--- src/sv/tpsw_pkg.sv ---
`timescale 1ns / 1ps
// ----------------------------------------------------------------------------
// tpsw_pkg
// Shared types, constants and helpers of the two-phase square wave generator.
// ----------------------------------------------------------------------------
package tpsw_pkg;

  localparam int SET_W   = 7;
  localparam int PER_W   = 16;
  localparam int PH_W    = 9;
  localparam int WIN_W   = 17;
  localparam int DIV_N_W = 25;
  localparam int DIV_D_W = 9;
  localparam int CFG_A_W = 2;
  localparam int CFG_D_W = 16;
  localparam int RECIP_W  = 24;
  localparam int RECIP_SH = 32;

  localparam logic [CFG_A_W-1:0] REG_BASE_HZ    = 2'd0;
  localparam logic [CFG_A_W-1:0] REG_TPS        = 2'd1;
  localparam logic [CFG_A_W-1:0] REG_PHASE_STEP = 2'd2;

  localparam logic [6:0]        BASE_HZ_RST    = 7'd11;
  localparam logic [15:0]       TPS_RST        = 16'd2000;
  localparam logic [5:0]        PHASE_STEP_RST = 6'd36;
  localparam logic [SET_W-1:0]  SETTING_RST    = 7'd11;
  localparam logic [SET_W-1:0]  SETTING_MAX    = 7'd99;
  localparam logic [SET_W-1:0]  TENS_STEP      = 7'd10;
  localparam logic [DIV_D_W-1:0] DEG_FULL      = 9'd360;
  localparam logic [PH_W-1:0]   DEG_HALF       = 9'd180;
  localparam logic [PH_W-1:0]   PHASE_SAT      = 9'd511;
  // ceil(2^32 / 360), exact quotient for products below 2^25
  localparam logic [RECIP_W-1:0] RECIP_360     = 24'd11930465;

  typedef enum logic [2:0] {
    OP_TICK     = 3'd0,
    OP_TENS_UP  = 3'd1,
    OP_TENS_DN  = 3'd2,
    OP_UNITS_UP = 3'd3,
    OP_UNITS_DN = 3'd4,
    OP_LOAD     = 3'd5
  } opcode_t;

  typedef struct packed {
    logic capture;
    logic apply;
    logic p_start;
    logic ld_period;
    logic ld_prod;
    logic ld_quot;
    logic ld_win;
    logic emit;
  } dp_cmd_t;

  typedef struct packed {
    logic op_derive;
    logic div_busy;
    logic div_done;
    logic out_free;
  } dp_sts_t;

  // tens digit of a setting up to 99 by reciprocal multiply
  function automatic logic [3:0] tens_of(input logic [SET_W-1:0] s);
    logic [14:0] p;
    p = 15'(s) * 15'd205;
    return p[14:11];
  endfunction

endpackage

--- src/sv/tpsw_div.sv ---
`timescale 1ns / 1ps
// ----------------------------------------------------------------------------
// tpsw_div
// Restoring divider, one quotient bit per cycle.
// ----------------------------------------------------------------------------
module tpsw_div #(
  parameter int N_W = 16,
  parameter int D_W = 9
) (
  input  logic           clk,
  input  logic           rst_n,
  input  logic           start,
  input  logic [N_W-1:0] dividend,
  input  logic [D_W-1:0] divisor,
  output logic           busy,
  output logic           done,
  output logic [N_W-1:0] quotient
);

  localparam int CNT_W = $clog2(N_W + 1);

  logic             busy_r, busy_nxt;
  logic             done_r, done_nxt;
  logic [CNT_W-1:0] cnt_r, cnt_nxt;
  logic [N_W-1:0]   quo_r, quo_nxt;
  logic [D_W-1:0]   rem_r, rem_nxt;
  logic [D_W-1:0]   den_r, den_nxt;
  logic [D_W:0]     trial;
  logic [D_W:0]     diff;
  logic             ge;

  assign trial = {rem_r, quo_r[N_W-1]};
  assign diff  = trial - {1'b0, den_r};
  assign ge    = trial >= {1'b0, den_r};

  always_comb begin
    busy_nxt = busy_r;
    done_nxt = 1'b0;
    cnt_nxt  = cnt_r;
    quo_nxt  = quo_r;
    rem_nxt  = rem_r;
    den_nxt  = den_r;
    if (start) begin
      busy_nxt = 1'b1;
      cnt_nxt  = CNT_W'(N_W);
      quo_nxt  = dividend;
      rem_nxt  = '0;
      den_nxt  = divisor;
    end else if (busy_r) begin
      rem_nxt = ge ? diff[D_W-1:0] : trial[D_W-1:0];
      quo_nxt = {quo_r[N_W-2:0], ge};
      cnt_nxt = cnt_r - CNT_W'(1);
      if (cnt_r == CNT_W'(1)) begin
        busy_nxt = 1'b0;
        done_nxt = 1'b1;
      end
    end
  end

  always_ff @(posedge clk) begin
    if (!rst_n) begin
      busy_r <= 1'b0;
      done_r <= 1'b0;
      cnt_r  <= '0;
    end else begin
      busy_r <= busy_nxt;
      done_r <= done_nxt;
      cnt_r  <= cnt_nxt;
    end
    quo_r <= quo_nxt;
    rem_r <= rem_nxt;
    den_r <= den_nxt;
  end

  assign busy     = busy_r;
  assign done     = done_r;
  assign quotient = quo_r;

`ifndef NO_ASSERTIONS
  a_start_busy: assert property (@(posedge clk) disable iff (!rst_n)
    start |=> busy_r && !done_r)
    else $error("divider not busy after start");
`endif

endmodule

--- src/sv/tpsw_dp.sv ---
`timescale 1ns / 1ps
// ----------------------------------------------------------------------------
// tpsw_dp
// Datapath: registers, setting update, period and phase window derivation,
// wave levels and the output register.
// ----------------------------------------------------------------------------
module tpsw_dp
  import tpsw_pkg::*;
(
  input  logic               clk,
  input  logic               rst_n,
  input  dp_cmd_t            cmd,
  output dp_sts_t            sts,
  input  logic [15:0]        in_tdata,
  input  logic               cfg_we,
  input  logic [CFG_A_W-1:0] cfg_addr,
  input  logic [CFG_D_W-1:0] cfg_wdata,
  output logic               out_tvalid,
  input  logic               out_tready,
  output logic [31:0]        out_tdata
);

  localparam int OUT_W = 2 + SET_W + PER_W;
  localparam int RP_W  = DIV_N_W + RECIP_W;

  logic [6:0]       base_hz_r;
  logic [15:0]      tps_r;
  logic [5:0]       step_r;
  logic [SET_W-1:0] setting_r, setting_nxt;
  logic [PER_W-1:0] cnt_r, cnt_nxt;
  logic [PER_W-1:0] period_r;
  logic [PH_W-1:0]  phase_r;
  logic [DIV_N_W-1:0] prod_r;
  logic [WIN_W-1:0] quot_r;
  logic [WIN_W-1:0] lo_r, hi_r;
  opcode_t          op_r;
  logic [SET_W-1:0] ns_r;
  logic             out_valid_r;
  logic [OUT_W-1:0] out_data_r;

  logic [3:0]       tens;
  logic [3:0]       units;
  logic [SET_W-1:0] tens_x10;
  logic [7:0]       freq;
  logic [DIV_D_W-1:0] freq_div;
  logic [9:0]       ph_raw;
  logic [PH_W-1:0]  phase_nxt;
  logic [PH_W-1:0]  ph_eff;
  logic [DIV_N_W-1:0] prod;
  logic [RP_W-1:0]  recip_prod;
  logic [DIV_N_W-1:0] back;
  logic [PER_W:0]   cnt_inc;
  logic [PER_W-1:0] div_q;
  logic             div_busy, div_done;
  logic             wave_a, wave_b, in_win;

  assign tens      = tens_of(setting_r);
  assign tens_x10  = SET_W'(tens) * TENS_STEP;
  assign units     = 4'(setting_r - tens_x10);
  assign freq      = 8'(base_hz_r) + 8'(tens);
  assign freq_div  = (freq == 8'd0) ? DIV_D_W'(1) : DIV_D_W'(freq);
  assign ph_raw    = 10'(step_r) * 10'(units);
  assign phase_nxt = (ph_raw > 10'(PHASE_SAT)) ? PHASE_SAT : ph_raw[PH_W-1:0];
  assign ph_eff    = (phase_r > DEG_HALF) ? (phase_r - DEG_HALF) : phase_r;
  assign prod      = DIV_N_W'(period_r) * DIV_N_W'(ph_eff);
  assign recip_prod = RP_W'(prod_r) * RP_W'(RECIP_360);
  assign back      = DIV_N_W'(quot_r) * DIV_N_W'(DEG_FULL);
  assign cnt_inc   = {1'b0, cnt_r} + (PER_W+1)'(1);

  tpsw_div #(
    .N_W (PER_W),
    .D_W (DIV_D_W)
  ) u_div (
    .clk      (clk),
    .rst_n    (rst_n),
    .start    (cmd.p_start),
    .dividend (tps_r),
    .divisor  (freq_div),
    .busy     (div_busy),
    .done     (div_done),
    .quotient (div_q)
  );

  always_comb begin
    setting_nxt = setting_r;
    cnt_nxt     = cnt_r;
    unique case (op_r)
      OP_TICK: begin
        cnt_nxt = (cnt_inc > {1'b0, period_r}) ? '0 : cnt_inc[PER_W-1:0];
      end
      OP_TENS_UP: begin
        if (setting_r <= SETTING_MAX - TENS_STEP) setting_nxt = setting_r + TENS_STEP;
      end
      OP_TENS_DN: begin
        if (setting_r >= TENS_STEP) setting_nxt = setting_r - TENS_STEP;
      end
      OP_UNITS_UP: begin
        if (setting_r < SETTING_MAX) setting_nxt = setting_r + SET_W'(1);
      end
      OP_UNITS_DN: begin
        if (setting_r != '0) setting_nxt = setting_r - SET_W'(1);
      end
      OP_LOAD: begin
        setting_nxt = (ns_r > SETTING_MAX) ? SETTING_MAX : ns_r;
      end
      default: begin
        setting_nxt = setting_r;
      end
    endcase
  end

  assign wave_a = cnt_r <= (period_r >> 1);
  assign in_win = ({1'b0, cnt_r} >= lo_r) && ({1'b0, cnt_r} <= hi_r);
  assign wave_b = in_win ^ (phase_r > DEG_HALF);

  always_ff @(posedge clk) begin
    if (!rst_n) begin
      base_hz_r   <= BASE_HZ_RST;
      tps_r       <= TPS_RST;
      step_r      <= PHASE_STEP_RST;
      setting_r   <= SETTING_RST;
      cnt_r       <= '0;
      out_valid_r <= 1'b0;
    end else begin
      if (cfg_we) begin
        unique case (cfg_addr)
          REG_BASE_HZ:    base_hz_r <= cfg_wdata[6:0];
          REG_TPS:        tps_r     <= cfg_wdata[15:0];
          REG_PHASE_STEP: step_r    <= cfg_wdata[5:0];
          default: ;
        endcase
      end
      if (cmd.apply) begin
        setting_r <= setting_nxt;
        cnt_r     <= cnt_nxt;
      end
      if (cmd.emit) begin
        out_valid_r <= 1'b1;
      end else if (out_tready) begin
        out_valid_r <= 1'b0;
      end
    end
    if (cmd.capture) begin
      op_r <= opcode_t'(in_tdata[2:0]);
      ns_r <= in_tdata[9:3];
    end
    if (cmd.p_start) phase_r <= phase_nxt;
    if (cmd.ld_period) period_r <= div_q;
    if (cmd.ld_prod) prod_r <= prod;
    // floor of product / 360 by reciprocal multiply
    if (cmd.ld_quot) quot_r <= recip_prod[RECIP_SH +: WIN_W];
    if (cmd.ld_win) begin
      lo_r <= quot_r + WIN_W'(back != prod_r);
      hi_r <= WIN_W'(period_r >> 1) + quot_r;
    end
    if (cmd.emit) out_data_r <= {period_r, setting_r, wave_b, wave_a};
  end

  always_comb begin
    sts.op_derive = (op_r != OP_TICK) && (op_r <= OP_LOAD);
    sts.div_busy  = div_busy;
    sts.div_done  = div_done;
    sts.out_free  = !out_valid_r || out_tready;
  end

  assign out_tvalid = out_valid_r;
  assign out_tdata  = 32'(out_data_r);

`ifndef NO_ASSERTIONS
  a_emit_valid: assert property (@(posedge clk) disable iff (!rst_n)
    cmd.emit |=> out_valid_r)
    else $error("result not presented after emit");
`endif

endmodule

--- src/sv/tpsw_ctrl.sv ---
`timescale 1ns / 1ps
// ----------------------------------------------------------------------------
// tpsw_ctrl
// Controller: sequences item handling and the period / phase derivation.
// ----------------------------------------------------------------------------
module tpsw_ctrl
  import tpsw_pkg::*;
(
  input  logic    clk,
  input  logic    rst_n,
  input  logic    in_tvalid,
  output logic    in_tready,
  input  logic    cfg_we,
  input  dp_sts_t sts,
  output dp_cmd_t cmd
);

  typedef enum logic [2:0] {
    S_IDLE,
    S_APPLY,
    S_P_START,
    S_P_WAIT,
    S_MUL,
    S_QUOT,
    S_WIN,
    S_RESULT
  } state_t;

  state_t state_r, state_nxt;
  logic   pending_r, pending_nxt;
  logic   item_r, item_nxt;
  logic   in_fire;

  assign in_tready = (state_r == S_IDLE) && !pending_r;
  assign in_fire   = in_tvalid && in_tready;

  always_comb begin
    state_nxt   = state_r;
    pending_nxt = pending_r;
    item_nxt    = item_r;
    cmd         = '0;
    unique case (state_r)
      S_IDLE: begin
        if (pending_r) begin
          pending_nxt = 1'b0;
          item_nxt    = 1'b0;
          state_nxt   = S_P_START;
        end else if (in_fire) begin
          cmd.capture = 1'b1;
          state_nxt   = S_APPLY;
        end
      end
      S_APPLY: begin
        cmd.apply = 1'b1;
        item_nxt  = 1'b1;
        state_nxt = sts.op_derive ? S_P_START : S_RESULT;
      end
      S_P_START: begin
        cmd.p_start = 1'b1;
        state_nxt   = S_P_WAIT;
      end
      S_P_WAIT: begin
        if (sts.div_done) begin
          cmd.ld_period = 1'b1;
          state_nxt     = S_MUL;
        end
      end
      S_MUL: begin
        cmd.ld_prod = 1'b1;
        state_nxt   = S_QUOT;
      end
      S_QUOT: begin
        cmd.ld_quot = 1'b1;
        state_nxt   = S_WIN;
      end
      S_WIN: begin
        cmd.ld_win = 1'b1;
        state_nxt  = item_r ? S_RESULT : S_IDLE;
      end
      S_RESULT: begin
        if (sts.out_free) begin
          cmd.emit  = 1'b1;
          state_nxt = S_IDLE;
        end
      end
      default: begin
        state_nxt = S_IDLE;
      end
    endcase
    if (cfg_we) pending_nxt = 1'b1;
  end

  always_ff @(posedge clk) begin
    if (!rst_n) begin
      state_r   <= S_IDLE;
      pending_r <= 1'b1;
      item_r    <= 1'b0;
    end else begin
      state_r   <= state_nxt;
      pending_r <= pending_nxt;
      item_r    <= item_nxt;
    end
  end

`ifndef NO_ASSERTIONS
  a_one_item: assert property (@(posedge clk) disable iff (!rst_n)
    in_fire |=> !in_tready)
    else $error("second transfer taken while an item is in work");
  a_emit_free: assert property (@(posedge clk) disable iff (!rst_n)
    cmd.emit |-> sts.out_free)
    else $error("result overwrites an untaken transfer");
  a_start_idle: assert property (@(posedge clk) disable iff (!rst_n)
    cmd.p_start |-> !sts.div_busy)
    else $error("divider started while busy");
`endif

endmodule

--- src/sv/two_phase_square_wave_generator_top.sv ---
`timescale 1ns / 1ps
// ----------------------------------------------------------------------------
// two_phase_square_wave_generator_top
// Two 50% duty square waves, the second phase shifted, from a 0..99 setting.
// ----------------------------------------------------------------------------
// One item is in work at a time and every item returns one transfer. A tick or
// an unused opcode passes S_APPLY and then waits in S_RESULT until the output
// register is free. A setting change reruns the derivation: a restoring divider
// gives the period, and the phase product, a reciprocal multiply by 1/360 and
// the window bounds then follow in turn, each registered, before the result
// goes to the output register. A configuration write and reset start the same
// derivation, which keeps in_tready low until it ends; configuration writes are
// taken at any time. The next item is taken while the previous result still
// waits in the output register.
module two_phase_square_wave_generator_top
  import tpsw_pkg::*;
(
  input  logic               clk,
  input  logic               rst_n,
  input  logic               in_tvalid,
  output logic               in_tready,
  input  logic [15:0]        in_tdata,   // opcode[2:0], new_setting[9:3]
  output logic               out_tvalid,
  input  logic               out_tready,
  output logic [31:0]        out_tdata,  // wave_a[0], wave_b[1], setting_value[8:2],
                                         // period_ticks[24:9]
  input  logic               cfg_we,
  input  logic [CFG_A_W-1:0] cfg_addr,
  input  logic [CFG_D_W-1:0] cfg_wdata
);

  dp_cmd_t cmd;
  dp_sts_t sts;

  tpsw_ctrl u_ctrl (
    .clk       (clk),
    .rst_n     (rst_n),
    .in_tvalid (in_tvalid),
    .in_tready (in_tready),
    .cfg_we    (cfg_we),
    .sts       (sts),
    .cmd       (cmd)
  );

  tpsw_dp u_dp (
    .clk        (clk),
    .rst_n      (rst_n),
    .cmd        (cmd),
    .sts        (sts),
    .in_tdata   (in_tdata),
    .cfg_we     (cfg_we),
    .cfg_addr   (cfg_addr),
    .cfg_wdata  (cfg_wdata),
    .out_tvalid (out_tvalid),
    .out_tready (out_tready),
    .out_tdata  (out_tdata)
  );

endmodule

--- config.mk ---
export PLATFORM = sky130hd
export DESIGN_NAME = two_phase_square_wave_generator_top
export DESIGN_NICKNAME = d
export VERILOG_FILES = /design/src/sv/tpsw_pkg.sv /design/src/sv/tpsw_div.sv /design/src/sv/tpsw_dp.sv /design/src/sv/tpsw_ctrl.sv /design/src/sv/two_phase_square_wave_generator_top.sv
export SDC_FILE = /design/constraint.sdc
export NUM_CORES = 2
export LEC_CHECK = 0
export ABC_AREA = 1
export BUFFER_PORTS_ARGS = -buffer_cell sky130_fd_sc_hd__buf_2
export CORE_ASPECT_RATIO = 1.1
export CORE_MARGIN = 3
export CORE_UTILIZATION = 56
export CTS_BUF_LIST = sky130_fd_sc_hd__clkbuf_8
export DETAILED_ROUTE_END_ITERATION = 10
export GPL_TIMING_DRIVEN = 0
export HOLD_SLACK_MARGIN = 0.15
export PLACE_DENSITY = 0.73
export SETUP_SLACK_MARGIN = 0.5
export SLEW_MARGIN = 20
export SYNTH_ARGS = -nofsm -noshare
export SYNTH_HDL_FRONTEND = slang
export SYNTH_SLANG_ARGS = --single-unit
--- constraint.sdc ---
create_clock -name clk -period 12.4 [get_ports clk]
set_clock_uncertainty 0.15 [all_clocks]
set_input_delay 0.62 -clock clk [delete_from_list [all_inputs] [get_ports clk]]
set_output_delay 0.62 -clock clk [all_outputs]
set_load 0.02 [all_outputs]
==> metrics.yaml <==
clocking:
  cts_buffer_depth: 3
  htree_levels: 2
  cts_resized: 0
  insertion_delay_ps: 610
  cts_tree: "built"
  clk_pin_slew_ps: 70
  cts.sinks: 234
  cts-root-buf: "clkbuf_8"
  post_cts_buffers: 0
  cts_hold_buf: 26
  numCtsBuffers: 43
sta:
  fin_crit_ps: 8410
  tightest_slew_ps: 962
  finalSetupViolCount: 0
  slew_violations: 0
  finalSetupTns_ps: 0
  fmax_mhz: 119
  rsz0062_at_grt: "no"
  slew_headroom: 0.356
  timing.final.crit_share: 0.678
  finalHoldViolCount: 0
logic_synthesis:
  ys_warn_count: 0
  postSynth.asyncResetShare: 0
  syn_inst: 3566
  synth_area_um2: 30400
  yosysTopAreaCell: "fa_1"
  syn_avg_cell_area_um2: 8.53
  synth_top_area_frac: 0.218
  yosysSeqAreaShare: 0.207
  yosys_register_bits: 234
  synth.distinct_cells: 54
  ys_dominant_reg_cell: "edfxtp_1"
  netlist_top_cells_area: "fa_1 (22%), ha_1 (20%), edfxtp_1 (16%)"
  synth-edff-count: 160
drt:
  routedWlPerCell_um: 17.2
  dr_wl_met2_um: 35900
  top_layer_used: "met4"
  via_per_inst: 5.32
  wl_met1_um: 33200
  ant_nets: 0
  drc_errors: 0
  wl_met3_um: 4760
  dr.pass1.iters: 5
  wirelength_um: 76700
  drt_iter0_drc: 1398
  route.vias.total: 23700
floorplan:
  start_util: 0.573
  die_h_um: 250
  core.rowCount: 88
  io_pins: 73
  die_w_um: 228
  core_area_um2: 53100
  dieArea_um2: 57100
cells_and_area:
  stdcell_count: 4460
  final_nets: 4562
  final_common_cell: "inv_1"
  layout_common_cells: "inv_1 (760), nand2_1 (645), ha_1 (487)"
  area_delta_synth_final_pct: 8.26
  layout-drive-gt1-share: 0.0508
worst_hold_path:
  hp-start: "cfg_wdata[4]"
  hp-class: "in2reg"
global_routing:
  grt_pass1_vias: 24000
  antenna_found_initial: 0
  grt_use_total: 0.271
  grt.overflow.total: 0
  grt_max_degree: 27
  grt_pass1_wl_um: 123000
placement:
  hpwl_um: 64100
  dp.cells: 4354
  globalplace.congestion: 0.962
  port-buffer-count: 58
critical_path:
  critPathRequiredTime_ps: 12530
  cp_max_fo: 12
  worstSetupStartpointType: "flip-flop"
  worst_setup_path_end_kind: "flip-flop"
  max_stage_delay_ps: 720
  cp-startpoint: "u_dp.setting_r[3]"
  cp_slowest_cell: "dfxtp_1"
  path_class: "reg2reg"
  cp_common_cell: "nand2_1"
  cp.arrival_ps: 8540
  r2r_start: "u_dp.setting_r[3]"
job:
  drv_cap: 0
status:
  status: "completed"
[metal layers]
metal	global-route usage	vias to the layer above
met3	0.0409	165
met4	0.0946	0
met1	0.357	11200
li1	-	11700
met2	0.459	688
met5	0	-
[worst max-delay path, delay by kind of cell, from the launching register on]
kind / cells / cell delay [ps]
simple gates: 17 / 1610
flops: 1 / 720
compound gates: 2 / 400
buf+inv: 8 / 670
xor+xnor: 2 / 700
fa+ha+maj: 10 / 3820
[cell type report]
type / count / area [um2]
inverter: 756 / 2840
sequential: 234 / 6290
tap: 720 / 901
timing repair buffer: 88 / 632
clock buffer: 50 / 688
multi-input combinational: 2543 / 21100
antenna: 1 / 2.50
buffer: 39 / 234
fill: 4719 / 20100
clock inverter: 29 / 238
[flip-flops by register name, summed over array words and instances, names as in the netlist]
name                 count
u_dp.out_tvalid          1
u_dp.base_hz_r           7
u_ctrl.state_r           3
u_dp.u_div.quotient     16
u_dp.setting_r           7
u_ctrl.pending_r         1
u_dp.lo_r               17
u_dp.period_r           16
u_dp.u_div.busy          1
u_dp.u_div.done          1
u_dp.step_r              6
u_dp.u_div.cnt_r         5
u_dp.out_data_r         25
u_dp.hi_r               17
u_dp.u_div.den_r         8
u_dp.quot_r             17
u_dp.tps_r              16
u_ctrl.item_r            1
u_dp.cnt_r              16
u_dp.ns_r                7
u_dp.u_div.rem_r         9
u_dp.op_r                3
u_dp.phase_r             9
u_dp.prod_r             25
[synthesized netlist by cell type (15+ instances only)]
master    instances
fa_1            331
clkbuf_1         20
inv_1           746
a31oi_1          15
o21ai_0         100
edfxtp_1        160
xnor2_1          31
ha_1            487
nor3_1           40
nand2_1         645
a21o_1           24
nor2_1          294
a21oi_1         177
nand4_1          40
dfxtp_1          74
xor2_1           94
o21bai_1         15
nand3_1         150
[metrics by stage]
step,area (um2),setup slack [ps],hold WS (ps),util
floorplan,30400,5080,276,-
global placement,31600,4080,279,0.596
detailed placement,31700,4020,284,0.598
CTS,32900,3950,156,0.620
global route,32900,3350,170,0.620
finish,32900,3990,189,0.620
[final timing paths]
kind,to,slack [ps],depth (start not counted)
hold / removal,u_dp.tps_r[4],190,3
setup reg to reg,u_dp.phase_r[0],3990,39
hold reg to reg,u_dp.period_r[9],300,0
setup / recovery,u_dp.phase_r[0],3990,39
[cells by family after synthesis]
logic type | count (synthesis) | share of synthesized area
AND/OR/NAND/NOR | 1213 | 0.166
adder cells (fa/ha/maj) | 818 | 0.418
buffers and inverters | 795 | 0.101
AO/OA/AOI/OAI | 377 | 0.0700
flip-flops | 234 | 0.207
XOR/XNOR | 128 | 0.0380
other | 1 | 0.000123
Power is left out: the tool's default activity adds up to more than one toggle a clock period on the data nets, which glitch-free logic cannot reach.
